[src/hw/rtl/kcg_pkg.sv]
// Shared types, constants and arithmetic helpers for the potassium gate step unit.
`default_nettype none

package kcg_pkg;

    // Field and datapath widths
    localparam int COMP_W = 10;
    localparam int VOLT_W = 16;
    localparam int GATE_W = 16;
    localparam int DT_W   = 20;
    localparam int CFG_W  = 20;
    localparam int D_W    = 25;
    localparam int K_W    = 14;
    localparam int EXP_W  = 64;
    localparam int DIV_W  = 64;
    localparam int Q_W    = 35;
    localparam int TAU_W  = 50;
    localparam int NUM_W  = 56;
    localparam int CUR_W  = 32;

    // Configuration register indexes
    localparam logic REG_TIME_STEP = 1'b0;
    localparam logic REG_REVERSAL  = 1'b1;

    // Configuration reset values
    localparam logic [DT_W-1:0]          DT_RESET = 20'd26214;
    localparam logic signed [VOLT_W-1:0] EK_RESET = -16'sd23040;

    // Exponent scale factors, log2(e)/slope in Q0.16
    localparam logic [K_W-1:0] K_NINF  = 14'd10390;
    localparam logic [K_W-1:0] K_TAU_A = 14'd4357;
    localparam logic [K_W-1:0] K_TAU_B = 14'd6802;
    localparam logic [K_W-1:0] K_HINF  = 14'd9455;

    // Voltage offsets in Q16.16: -33.2 mV and +20 mV
    localparam logic signed [D_W-1:0] DM_OFFSET = -25'sd2175795;
    localparam logic signed [D_W-1:0] DH_OFFSET = 25'sd1310720;

    // Rate constants
    localparam logic [16:0]      HINF_BASE   = 17'd13107;
    localparam logic [16:0]      HINF_SCALE  = 17'd52429;
    localparam logic [17:0]      TAU_SCALE   = 18'd190054;
    localparam logic [12:0]      TAU_BASE    = 13'd6554;
    localparam logic [DIV_W-1:0] TWO32       = 64'h0000_0001_0000_0000;
    localparam logic [16:0]      POLY_SEED   = 17'd87;

    // Inactivation rate dt*2^12/6800: add half the divisor, drop 4 bits (6800 = 16*425),
    // then multiply by ceil(2^37/425) and keep the bits above 37; exact for 28-bit inputs
    localparam logic [11:0]      QH_ROUND    = 12'd3400;
    localparam logic [28:0]      QH_RECIP    = 29'd323385773;

    // Horner coefficients of the 2^f polynomial, outermost last
    function automatic logic [16:0] horner_coef(input logic [2:0] idx);
        logic [16:0] c;
        case (idx)
            3'd0:    c = 17'd630;
            3'd1:    c = 17'd3638;
            3'd2:    c = 17'd15744;
            3'd3:    c = 17'd45426;
            default: c = 17'd65536;
        endcase
        return c;
    endfunction

    // Q0.16 product with round to nearest
    function automatic logic [15:0] mulq16(input logic [15:0] a, input logic [15:0] b);
        logic [32:0] s;
        s = 33'(a * b) + 33'd32768;
        return s[31:16];
    endfunction

    typedef struct packed {
        logic                   start;
        logic signed [D_W-1:0]  d;
        logic [K_W-1:0]         k;
    } exp_req_t;

    typedef struct packed {
        logic             done;
        logic [EXP_W-1:0] value;
    } exp_rsp_t;

    typedef struct packed {
        logic             start;
        logic [DIV_W-1:0] num;
        logic [DIV_W-1:0] den;
    } div_req_t;

    typedef struct packed {
        logic             done;
        logic [DIV_W-1:0] quot;
    } div_rsp_t;

endpackage

`default_nettype wire

[src/hw/rtl/kcg_div_unit.sv]
// Radix-2 restoring divider, 64-bit words, one quotient bit per cycle.
`default_nettype none

module kcg_div_unit
    import kcg_pkg::*;
(
    input  logic     clk,
    input  logic     rst_n,
    input  div_req_t req,
    output div_rsp_t rsp
);

    logic             busy_reg;
    logic             done_reg;
    logic [5:0]       cnt_reg;
    logic [DIV_W-1:0] acc_reg;
    logic [DIV_W-1:0] rem_reg;
    logic [DIV_W-1:0] den_reg;

    logic [DIV_W:0]   rem_sh;
    logic [DIV_W:0]   rem_diff;
    logic             ge;
    logic [DIV_W-1:0] rem_next;
    logic [DIV_W-1:0] acc_next;

    // Shift in one dividend bit, trial subtract
    assign rem_sh   = {rem_reg, acc_reg[DIV_W-1]};
    assign ge       = rem_sh >= {1'b0, den_reg};
    assign rem_diff = rem_sh - {1'b0, den_reg};
    assign rem_next = ge ? rem_diff[DIV_W-1:0] : rem_sh[DIV_W-1:0];
    assign acc_next = {acc_reg[DIV_W-2:0], ge};

    // Control
    always_ff @(posedge clk or negedge rst_n)
    begin
        if (!rst_n)
        begin
            busy_reg <= 1'b0;
            done_reg <= 1'b0;
            cnt_reg  <= '0;
        end
        else
        begin
            done_reg <= 1'b0;
            if (!busy_reg && req.start)
            begin
                busy_reg <= 1'b1;
                cnt_reg  <= '0;
            end
            else if (busy_reg)
            begin
                cnt_reg <= cnt_reg + 6'd1;
                if (cnt_reg == 6'd63)
                begin
                    busy_reg <= 1'b0;
                    done_reg <= 1'b1;
                end
            end
        end
    end

    // Datapath: quotient builds up in the dividend register
    always_ff @(posedge clk)
    begin
        if (!busy_reg && req.start)
        begin
            acc_reg <= req.num;
            den_reg <= req.den;
            rem_reg <= '0;
        end
        else if (busy_reg)
        begin
            acc_reg <= acc_next;
            rem_reg <= rem_next;
        end
    end

    assign rsp.done = done_reg;
    assign rsp.quot = acc_reg;

endmodule

`default_nettype wire

[config.mk]
export PLATFORM = sky130hd
export DESIGN_NAME = kcg_div_unit
export DESIGN_NICKNAME = d
export VERILOG_FILES = /design/src/hw/rtl/kcg_pkg.sv /design/src/hw/rtl/kcg_div_unit.sv
export SDC_FILE = /design/constraint.sdc
export NUM_CORES = 1
export LEC_CHECK = 0
export BUFFER_PORTS_ARGS = -buffer_cell sky130_fd_sc_hd__buf_2
export CELL_PAD_IN_SITES_DETAIL_PLACEMENT = 1
export CELL_PAD_IN_SITES_GLOBAL_PLACEMENT = 2
export CORE_MARGIN = 10
export CORE_UTILIZATION = 35
export DETAILED_ROUTE_END_ITERATION = 12
export PLACE_DENSITY = 0.89
export SETUP_SLACK_MARGIN = 0.05
export SYNTH_ARGS = -nofsm -noshare
export SYNTH_HDL_FRONTEND = slang
export SYNTH_SLANG_ARGS = --single-unit
export TNS_END_PERCENT = 100
[constraint.sdc]
create_clock -name clk -period 4 [get_ports clk]
set_clock_uncertainty 0.2 [all_clocks]
set_input_delay 0.6 -clock clk [delete_from_list [all_inputs] [get_ports clk]]
set_output_delay 0.6 -clock clk [all_outputs]
set_load 0.05 [all_outputs]
==> results.yml <==
setup_path:
  critPathMaxFanout: 18
  required_ns: 4.19
  criticalPathCategory: "reg2reg"
  critPathSlowestCell: "or4_4"
  crit_chain: "inv_1 > ha_1 > nand2b_1 > a21oi_2 > nor2_1 > o21ai_2 > a21oi_1 > o31a_1 > or4_4 > o21ai_4 > nand2_1 > buf_12 > o221ai_1"
  slowest_delay_ns: 0.53
  arrival_ns: 3.89
  crit_family: "compound AO/OA/AOI/OAI gates"
  start_kind: "register"
  critPathCaptureType: "register"
  crit_buf_inv: 2
logic_synthesis:
  yosys_register_bits: 200
  syn_area_um2: 11400
  avgSynthCellArea_um2: 9.06
  synth-async-reset-ratio_pct: 4.00
  yosysSeqAreaShare_pct: 46.5
  netlist_instances: 1263
  yosysWarningCount: 0
  synth_nets: 1460
  synth_area_leaders: "edfxtp_1 34%, dfxtp_1 11%, nand2_1 9.7%"
  synth_ff_type: "edfxtp_1"
  synth_largest_area_cell: "edfxtp_1"
  synth-edff-count: 128
  synth.distinct_cells: 66
  synth_top_area_share_pct: 33.6
timing:
  post-route-period-util_pct: 92.6
  fin_setup_tns_ns: 0
  maxSlewHeadroom_pct: 38.0
  rsz0062_at_grt: "yes"
  post-route-min-period_ns: 3.70
  hold_viol: 0
  setup_viol: 0
  drv_slew: 0
  tightestPinTransition_ns: 0.929
  fin_ws_ns: 0.296
  fmax_mhz: 270
clock_network:
  cts_buffer_depth: 2
  cts-htree-levels: 4
  insertion_delay_ns: 0.47
  clk_pin_slew_ns: 0.09
  cts_root_buffer: "clkbuf_16"
  cts_sinks: 200
  cts_buffers: 17
  cts_tree: "yes"
cells_and_area:
  drive_gt1_share_pct: 19.5
  regArea_um2: 5330
  layout.nets: 1647
  fill_cells: 3853
  stdcell_count: 1906
  multi_input_area_um2: 5570
  final_util_pct: 42.1
  area_growth_pct: 19.2
route:
  wirelength_um: 36800
  vias: 9978
  drc_errors: 0
  postRouteAntennaNets: 0
  via_per_inst: 5.24
  drtIter0Drc: 467
  dr.pass1.iters: 5
  routedWlPerCell_um: 19.3
floorplanning:
  placementRows: 66
  die_h_um: 201
  core_um2: 32400
  pin_count: 196
  dieArea_um2: 40300
  die_w_um: 201
  start_util_pct: 35.4
global_routing:
  grt_max_degree: 68
  grt_pass1_vias: 10700
  grtUsageTotal_pct: 18.1
  grt_pass1_wl_um: 58700
  antenna_found_initial: 4
  gr-total-overflow: 0
power:
  ir_drop_uv: 438
  p_leak_nw: 6.15
  power_frac_seq_pct: 28.5
  p_int_w: 0.00660
  power.density_nw_per_um2: 938
  p_comb_share_pct: 57.6
  p_sw_w: 0.00620
  clkPwrFrac_pct: 13.9
  swShare_pct: 48.4
placement:
  gp_congestion: 0.881
  pre_cts_slack_ns: 0.192
  dp.cells: 1871
  dpl.hpwl_um: 27700
  io_buffers: 195
run_status:
  status: "finished clean"
flow_run:
  cap_violations: 0
worst_hold_path:
  hold_class: "in2reg"
-- power groups by stage --
stage	clock network [W]	logic (W)	registers, W
after global routing	0.00192	0.00806	0.00376
after floorplan	0	0.00416	0.00477
after CTS	0.00184	0.00737	0.00365
final	0.00178	0.00737	0.00365
after detailed placement	0	0.00732	0.00367
after global placement	0	0.00715	0.00364
-- final timing paths --
check | startpoint | end | slack [ns] | cells after the start
worst min register to register | rem_reg[18] | rem_reg[18] | 0.27 | 2
max in group asynchronous | rst_n | cnt_reg[3] | 3.10 | 2
worst max-delay path | acc_reg[63] | rem_reg[63] | 0.30 | 13
worst max register to register | acc_reg[63] | rem_reg[63] | 0.30 | 13
min in group asynchronous | rst_n | cnt_reg[5] | 0.32 | 2
worst min-delay path | req[59] | den_reg[59] | 0.10 | 1
-- through the flow --
step	instance area, um2	hold WS, ns	total power [W]
finish	13600	0.103	0.0128
global route	13600	0.0828	0.0137
CTS	13600	0.0773	0.0129
detailed placement	13000	0.256	0.0110
global placement	13000	0.249	0.0108
floorplan	11400	0.104	0.00892
-- Yosys cell counts (all sizes together), types with 24 or more instances --
cell type  count
nand2        295
edfxtp       128
a21oi         97
o21ai         93
inv           80
ha            65
dfxtp         64
clkbuf        51
nor2          50
xnor2         37
a21o          32
nand4         24
xor2          24
-- area by class of cell --
type / count / share of cell area (%)
multi-input cells: 917 / 40.8
repair buffers: 234 / 9.53
well taps: 442 / 4.05
clock inverters: 13 / 1.09
diodes: 1 / 0.0183
clock buffers: 19 / 3.25
inverters: 80 / 2.22
flip-flops and latches: 200 / 39.0
-- cells by family after synthesis --
kind of cell | Yosys count | share of synthesized area [%]
compound gates | 333 | 18.4
fa+ha+maj | 66 | 7.28
mux | 25 | 2.21
simple gates | 432 | 15.9
flops | 200 | 46.5
xor+xnor | 61 | 4.67
buf+inv | 146 | 5.02
-- cells in the final DEF, fill, tap and decap left out, drive strengths merged, types with 6 or more instances in the layout --
master	instances
nand2b	6
mux2i	23
a21oi	97
a21o	32
nor2	50
a32oi	8
o21bai	8
inv	88
o21a	7
xor2	24
ha	65
a31oi	19
o31ai	6
nor2b	10
nor3	11
nand2	295
xnor2	37
o211ai	10
nand4	24
dfrtp	8
a22o	9
a22oi	13
buf	233
o21ai	93
clkbuf	19
dfxtp	64
nand3	19
edfxtp	128
-- metal layers --
metal	GRT usage, %	vias to the layer above	share of wire, %
li1	-	4833	-
met1	21.1	4891	43
met2	31.9	202	50
met3	4.29	48	5.2
met4	5.65	4	1.9
met5	0	-	0.057
-- repair_timing --
item	4_1_cts	5_1_grt
setup endpoints to repair	0	36
resized for setup	0	5
hold endpoints to repair	8	0
hold buffers	1	0
buffers inserted	0	1
Note: power is estimated with default switching activity, not from simulation.
