**src/hw/rtl/kcg_pkg.sv**
```systemverilog
// Shared types, constants and arithmetic helpers for the potassium gate step unit.
`default_nettype none

package kcg_pkg;

    // Field and datapath widths
    localparam int COMP_W = 10;
    localparam int VOLT_W = 16;
    localparam int GATE_W = 16;
    localparam int DT_W   = 20;
    localparam int CFG_W  = 20;
    localparam int D_W    = 25;
    localparam int K_W    = 14;
    localparam int EXP_W  = 64;
    localparam int DIV_W  = 64;
    localparam int Q_W    = 35;
    localparam int TAU_W  = 50;
    localparam int NUM_W  = 56;
    localparam int CUR_W  = 32;

    // Configuration register indexes
    localparam logic REG_TIME_STEP = 1'b0;
    localparam logic REG_REVERSAL  = 1'b1;

    // Configuration reset values
    localparam logic [DT_W-1:0]          DT_RESET = 20'd26214;
    localparam logic signed [VOLT_W-1:0] EK_RESET = -16'sd23040;

    // Exponent scale factors, log2(e)/slope in Q0.16
    localparam logic [K_W-1:0] K_NINF  = 14'd10390;
    localparam logic [K_W-1:0] K_TAU_A = 14'd4357;
    localparam logic [K_W-1:0] K_TAU_B = 14'd6802;
    localparam logic [K_W-1:0] K_HINF  = 14'd9455;

    // Voltage offsets in Q16.16: -33.2 mV and +20 mV
    localparam logic signed [D_W-1:0] DM_OFFSET = -25'sd2175795;
    localparam logic signed [D_W-1:0] DH_OFFSET = 25'sd1310720;

    // Rate constants
    localparam logic [16:0]      HINF_BASE   = 17'd13107;
    localparam logic [16:0]      HINF_SCALE  = 17'd52429;
    localparam logic [17:0]      TAU_SCALE   = 18'd190054;
    localparam logic [12:0]      TAU_BASE    = 13'd6554;
    localparam logic [DIV_W-1:0] TWO32       = 64'h0000_0001_0000_0000;
    localparam logic [16:0]      POLY_SEED   = 17'd87;

    // Inactivation rate dt*2^12/6800: add half the divisor, drop 4 bits (6800 = 16*425),
    // then multiply by ceil(2^37/425) and keep the bits above 37; exact for 28-bit inputs
    localparam logic [11:0]      QH_ROUND    = 12'd3400;
    localparam logic [28:0]      QH_RECIP    = 29'd323385773;

    // Horner coefficients of the 2^f polynomial, outermost last
    function automatic logic [16:0] horner_coef(input logic [2:0] idx);
        logic [16:0] c;
        case (idx)
            3'd0:    c = 17'd630;
            3'd1:    c = 17'd3638;
            3'd2:    c = 17'd15744;
            3'd3:    c = 17'd45426;
            default: c = 17'd65536;
        endcase
        return c;
    endfunction

    // Q0.16 product with round to nearest
    function automatic logic [15:0] mulq16(input logic [15:0] a, input logic [15:0] b);
        logic [32:0] s;
        s = 33'(a * b) + 33'd32768;
        return s[31:16];
    endfunction

    typedef struct packed {
        logic                   start;
        logic signed [D_W-1:0]  d;
        logic [K_W-1:0]         k;
    } exp_req_t;

    typedef struct packed {
        logic             done;
        logic [EXP_W-1:0] value;
    } exp_rsp_t;

    typedef struct packed {
        logic             start;
        logic [DIV_W-1:0] num;
        logic [DIV_W-1:0] den;
    } div_req_t;

    typedef struct packed {
        logic             done;
        logic [DIV_W-1:0] quot;
    } div_rsp_t;

endpackage

`default_nettype wire

```
**src/hw/rtl/kcg_exp_unit.sv**
```systemverilog
// Iterative 2^(d*k) unit: one multiply, five Horner steps, one final shift.
`default_nettype none

module kcg_exp_unit
    import kcg_pkg::*;
(
    input  logic     clk,
    input  logic     rst_n,
    input  exp_req_t req,
    output exp_rsp_t rsp
);

    typedef enum logic [3:0] {
        EX_IDLE  = 4'b0001,
        EX_SPLIT = 4'b0010,
        EX_POLY  = 4'b0100,
        EX_SHIFT = 4'b1000
    } ex_state_t;

    ex_state_t state_reg, state_next;
    logic signed [39:0] prod_reg;
    logic [15:0]        f_reg;
    logic signed [7:0]  k_reg;
    logic [16:0]        p_reg;
    logic [2:0]         cnt_reg;
    logic [EXP_W-1:0]   value_reg;
    logic               done_reg;

    logic signed [14:0] k_s;
    logic signed [39:0] prod_full;
    logic [32:0]        pf;
    logic [17:0]        p_sum;
    logic signed [8:0]  sh;
    logic signed [8:0]  nsh;
    logic [5:0]         sh_amt;
    logic [EXP_W-1:0]   p64;
    logic [EXP_W-1:0]   shifted;

    // Exponent argument in log2 units
    assign k_s       = $signed({1'b0, req.k});
    assign prod_full = req.d * k_s;

    // One Horner step
    assign pf    = p_reg * f_reg;
    assign p_sum = 18'(horner_coef(cnt_reg)) + 18'(pf[32:16]);

    // Scale by 2^k with saturation above and flush below
    always_comb
    begin
        sh      = $signed({k_reg[7], k_reg}) + 9'sd16;
        nsh     = -sh;
        p64     = EXP_W'(p_reg);
        sh_amt  = 6'd0;
        shifted = '0;
        if (!sh[8])
        begin
            sh_amt  = (sh > 9'sd46) ? 6'd46 : sh[5:0];
            shifted = p64 << sh_amt;
        end
        else if (nsh < 9'sd63)
        begin
            sh_amt  = nsh[5:0];
            shifted = p64 >> sh_amt;
        end
    end

    // Sequence the unit
    always_comb
    begin
        state_next = state_reg;
        unique case (state_reg)
            EX_IDLE:  if (req.start) state_next = EX_SPLIT;
            EX_SPLIT: state_next = EX_POLY;
            EX_POLY:  if (cnt_reg == 3'd4) state_next = EX_SHIFT;
            EX_SHIFT: state_next = EX_IDLE;
            default:  state_next = EX_IDLE;
        endcase
    end

    always_ff @(posedge clk or negedge rst_n)
    begin
        if (!rst_n)
        begin
            state_reg <= EX_IDLE;
            done_reg  <= 1'b0;
        end
        else
        begin
            state_reg <= state_next;
            done_reg  <= (state_reg == EX_SHIFT);
        end
    end

    // Datapath words
    always_ff @(posedge clk)
    begin
        if (state_reg == EX_IDLE && req.start)
            prod_reg <= prod_full;
        if (state_reg == EX_SPLIT)
        begin
            f_reg   <= prod_reg[31:16];
            k_reg   <= prod_reg[39:32];
            p_reg   <= POLY_SEED;
            cnt_reg <= 3'd0;
        end
        if (state_reg == EX_POLY)
        begin
            p_reg   <= p_sum[16:0];
            cnt_reg <= cnt_reg + 3'd1;
        end
        if (state_reg == EX_SHIFT)
            value_reg <= shifted;
    end

    assign rsp.done  = done_reg;
    assign rsp.value = value_reg;

endmodule

`default_nettype wire

```
**config.mk**
```make
export PLATFORM = sky130hd
export DESIGN_NAME = kcg_exp_unit
export DESIGN_NICKNAME = d
export VERILOG_FILES = /design/src/hw/rtl/kcg_pkg.sv /design/src/hw/rtl/kcg_exp_unit.sv
export SDC_FILE = /design/constraint.sdc
export NUM_CORES = 2
export LEC_CHECK = 0
export BUFFER_PORTS_ARGS = -buffer_cell sky130_fd_sc_hd__buf_2
export CORE_ASPECT_RATIO = 1.1
export CORE_MARGIN = 3
export CORE_UTILIZATION = 65
export CTS_CLUSTER_DIAMETER = 30
export DETAILED_ROUTE_END_ITERATION = 10
export GPL_ROUTABILITY_DRIVEN = 0
export GPL_TIMING_DRIVEN = 0
export PLACE_DENSITY_LB_ADDON = 0.1
export SLEW_MARGIN = 0
export SYNTH_ARGS = -nofsm -noshare
export SYNTH_HDL_FRONTEND = slang
export SYNTH_SLANG_ARGS = --single-unit
```
**constraint.sdc**
```tcl
create_clock -name clk -period 23.9 [get_ports clk]
set_input_delay 3.585 -clock clk [delete_from_list [all_inputs] [get_ports clk]]
set_output_delay 3.585 -clock clk [all_outputs]
set_load 0.02 [all_outputs]
```
==> results by stage <==
Global route:
- The number of global-route vias before repair was approximately 23,000.
- For met2 alone, demand over resource in global routing was about 55%.
- Global routing used a little under a third of the available tracks across all layers.
- The first global-routing pass estimated roughly 110,000 µm of wire.
- The pin count of the biggest net entering global routing is 25.
- The most crowded layer after global routing is met2.
- The number of antenna violations at the first check in global routing came to 0.
- For this run, global-route usage on met1 was measured as 40.5%.
- The global-route congestion overflow total is 0.
- The global routing met3 resource utilization is under 10%.

Critical path:
- The setup path with the least slack is of type in -> reg.
- Along the worst path, the maximum fanout reaches 10.
- The cell count of the worst reg-to-reg path is 31.
- The critical path required time is between 20 and 25 ns.
- The worst register-to-register path ends at p_reg[15]$_SDFFCE_PP0N_.
- The data arrival time of the critical path is 10.70 ns.
- In this run the register-to-register setup slack is 14.76 ns.
- The category of the worst setup path launch point is a primary input.
- The worst register-to-register path begins at p_reg[7]$_SDFFCE_PP0N_.
- The kind of end point of the critical path is a flip-flop.

Drt:
- The number of antenna-violating nets in the routed design is 0.
- The number of DRC markers in iteration 0 is 1,762.
- For this run, design rule violations remaining after detail routing come to 0.
- The number of search-and-repair iterations in the first detailed-routing pass is 10.
- Dividing the detail-routed via count by the number of cells gives 5.85.
- Dividing the detail-routed wire length by the instance count gives between 15 and 20 µm.
- The sum of routed wire length over all layers is approximately 70,000 µm.
- The via count is 21,000.

Clocking:
- Clock latency on the worst-skew pair, taken at its later pin, is about 0.43 ns.
- The clock transition time at the flip-flop clock pins of the worst setup and hold paths is 0.06 ns.
- CTS placed an instance of sky130_fd_sc_hd__clkbuf_16 at the clock tree root.
- The number of sinks handled by clock tree synthesis is 137.
- The number of clock buffers inserted by TritonCTS is 17.
- The CTS tree is yes.
- The maximum buffer depth of the clock tree is 2.
- After clock tree synthesis, the setup repair step added 0 buffers.
- The H-tree depth is 4.
- The number of buffers inserted for hold repair after clock tree synthesis is 0.
- The total of cells resized after clock tree synthesis is 0.

Yosys:
- In this run, synthesis inferred roughly 130 flip-flops with an integrated enable.
- By area the synthesized netlist is led by sky130_fd_sc_hd__fa_1 (38%), sky130_fd_sc_hd__edfxtp_1 (14%), sky130_fd_sc_hd__ha_1 (9.7%).
- The commonest register cell after synthesis is sky130_fd_sc_hd__edfxtp_1.
- The most frequent cell after synthesis is sky130_fd_sc_hd__inv_1.
- The total of flip-flops plus latches after synthesis is between 100 and 150.
- The post-synthesis net count is between 3,000 and 4,000.
- The count of different cell masters after synthesis is 78.
- The synthesized area per cell is slightly below 10 µm².
- The sequential share of the synthesized area is 14.7%.
- The commonest cells after synthesis are sky130_fd_sc_hd__inv_1 (574), sky130_fd_sc_hd__fa_1 (533), sky130_fd_sc_hd__nand2_1 (367), sky130_fd_sc_hd__and2_1 (316), sky130_fd_sc_hd__ha_1 (215).
- The cell taking the most area after synthesis is sky130_fd_sc_hd__fa_1.
- The cell area after synthesis is about 28,000 µm².
- The instance count of the mapped netlist is slightly below 3,000.
- After synthesis, the share of flip-flops with an asynchronous set or reset is ~3.6%.
- The proportion of netlist area held by the largest area contributor is a little under two fifths.
- The count of yosys warnings during synthesis is 0.

Floorplan:
- The initial utilization of the core area, before any placement, comes to 66.6%.
- The boundary pin count is 107.
- The floorplan step defined a die boundary enclosing 45,300 µm².
- The floorplan die width is just over 200 µm.
- After floorplanning, the core was sized to cover about 42,000 µm².
- The initialized floorplan defines ~80 standard-cell rows.
- The chip height is roughly 220 µm.

Timing:
- The clock arrives with ~0.018 ns of skew.
- In the finished design, the share of the clock period the worst path needs comes to approximately 44%.
- The final number of max-transition violations is 0.
- Derived from the worst setup path, the maximum achievable clock frequency is 0.0950 GHz.
- The slew of the pin with the lowest slew margin is just over 1 ns.
- The final sum of negative setup slack is 0 ns.
- The number of endpoints with negative hold slack in the final report is 0.
- The headroom to the max-slew limit is between 30% and 40%.
- The worst path in the final design needs a cycle of approximately 11 ns, including I/O delays and setup.
- Setup repair after global routing left no endpoint under its margin.
- Setup violations remaining at the end of the flow were counted as 0.

Place:
- Detailed placement finished with a half-perimeter wire length of 58,900 µm.
- During placement, the flow inserted port buffers numbering 103.

Final layout:
- The share of post-route cells with drive strength above 1 is approximately 6.8%.
- The synthesis-to-finish area growth is 6.95%.
- The final-stage net count is between 3,000 and 4,000.
- The repair_antennas step left the layout with diodes totalling 0.
- The flip-flop count of the largest register after layout is 64.
- Counting the fill cells in the layout gives 3,200.

Worst hold path:
- For hold timing, the worst endpoint is f_reg[3]$_DFFE_PP_.
- Along the worst hold path, the cell count comes to 0.
- The path type of the worst min-delay path is reg -> reg.
- The worst hold path begins at prod_reg[19]$_DFFE_PP_.

Run status:
- The run finished with clean final reports.

Run:
- The count of max-cap constraint violations is 0.
[worst max-delay path, stage by stage]
cell and delay (ns):
sky130_fd_sc_hd__clkbuf_1 0.47, sky130_fd_sc_hd__clkbuf_1 0.52, sky130_fd_sc_hd__nand2_1 0.18, sky130_fd_sc_hd__fa_1 0.56, sky130_fd_sc_hd__inv_1 0.05, sky130_fd_sc_hd__fa_1 0.47, sky130_fd_sc_hd__fa_1 0.52, sky130_fd_sc_hd__inv_1 0.05
sky130_fd_sc_hd__fa_1 0.53, sky130_fd_sc_hd__inv_1 0.05, sky130_fd_sc_hd__fa_1 0.50, sky130_fd_sc_hd__fa_1 0.44, sky130_fd_sc_hd__ha_1 0.31, sky130_fd_sc_hd__and3_1 0.19, sky130_fd_sc_hd__a221oi_2 0.33, sky130_fd_sc_hd__o21ai_1 0.14
sky130_fd_sc_hd__a221oi_2 0.47, sky130_fd_sc_hd__o211ai_1 0.22, sky130_fd_sc_hd__a31oi_1 0.46, sky130_fd_sc_hd__o31a_1 0.25, sky130_fd_sc_hd__o31ai_1 0.11, sky130_fd_sc_hd__a21oi_1 0.18, sky130_fd_sc_hd__xnor2_1 0.08
[worst max path at each step]
| stage | start | endpoint | slack (ns) | cells past startpoint |
|---|---|---|---|---|
| floorplan | req[3] | prod_reg[39]$_DFFE_PP_ | 14.23 | 23 |
| global placement | req[3] | prod_reg[39]$_DFFE_PP_ | 13.11 | 23 |
| detailed placement | req[3] | prod_reg[39]$_DFFE_PP_ | 12.98 | 23 |
| CTS | req[3] | prod_reg[39]$_DFFE_PP_ | 13.40 | 23 |
| global route | req[3] | prod_reg[39]$_DFFE_PP_ | 13.05 | 23 |
| finish | req[3] | prod_reg[39]$_DFFE_PP_ | 13.37 | 23 |
[cells by family (layout without fill, tap and decap cells)]
group | Yosys count | after routing | share of synthesized area (%)
compound gates | 254 | 254 | 5.96
xor+xnor | 64 | 64 | 2.09
fa+ha+maj | 748 | 748 | 48.0
buf+inv | 711 | 854 | 9.77
flops | 137 | 137 | 14.7
mux | 51 | 51 | 3.00
simple gates | 929 | 929 | 16.5
[metal layers]
metal	vias up	routed length, µm
li1	9230	-
met1	10500	26100
met2	1064	34800
met3	258	5190
met4	0	3880
met5	-	0
[placed cells by master, fill, tap and decap left out, types with 7 or more instances in the layout]
master	n
sky130_fd_sc_hd__inv_1	574
sky130_fd_sc_hd__fa_1	533
sky130_fd_sc_hd__nand2_1	367
sky130_fd_sc_hd__and2_1	316
sky130_fd_sc_hd__ha_1	215
sky130_fd_sc_hd__edfxtp_1	132
sky130_fd_sc_hd__clkbuf_1	124
sky130_fd_sc_hd__nor2_1	119
sky130_fd_sc_hd__buf_2	107
sky130_fd_sc_hd__a21oi_1	63
sky130_fd_sc_hd__o21ai_0	45
sky130_fd_sc_hd__xnor2_1	42
sky130_fd_sc_hd__nand3_1	26
sky130_fd_sc_hd__o22ai_1	25
sky130_fd_sc_hd__nor3_1	22
sky130_fd_sc_hd__mux2i_1	21
sky130_fd_sc_hd__mux4_2	20
sky130_fd_sc_hd__xor2_1	19
sky130_fd_sc_hd__a21o_1	18
sky130_fd_sc_hd__a31oi_1	17
sky130_fd_sc_hd__clkbuf_16	17
sky130_fd_sc_hd__o21a_1	15
sky130_fd_sc_hd__nor2b_1	14
sky130_fd_sc_hd__nand4_1	13
sky130_fd_sc_hd__a211oi_1	12
sky130_fd_sc_hd__buf_4	11
sky130_fd_sc_hd__and3_1	10
sky130_fd_sc_hd__nand2b_1	8
sky130_fd_sc_hd__or3_1	8
sky130_fd_sc_hd__o211ai_1	7
[per-stage QoR]
stage / utilization (%) / setup WS (ns) / instances / hold slack (ns) / area [µm²]
6_report: 71.3 / 13.37 / 3597 / 0.417 / 29800
5_1_grt: 71.3 / 13.05 / 3597 / 0.422 / 29800
4_1_cts: 71.3 / 13.40 / 3597 / 0.416 / 29800
3_5_place_dp: 69.8 / 12.98 / 3565 / 0.405 / 29100
3_3_place_gp: 69.5 / 13.11 / 3557 / 0.403 / 29100
2_1_floorplan: - / 14.23 / 2894 / 0.400 / 27800
[area by class of cell]
type | instances | area, µm² | share of cell area, %
clock inverters | 15 | 205 | 0.689
flip-flops and latches | 137 | 4090 | 13.7
inverters | 574 | 2150 | 7.24
multi-input cells | 2046 | 21000 | 70.7
clock buffers | 17 | 425 | 1.43
repair buffers | 111 | 596 | 2.00
plain buffers | 137 | 566 | 1.90
well taps | 560 | 701 | 2.35
Power is not shown: default switching activity piles up to over one toggle a cycle in this logic, so the estimate is an artifact.
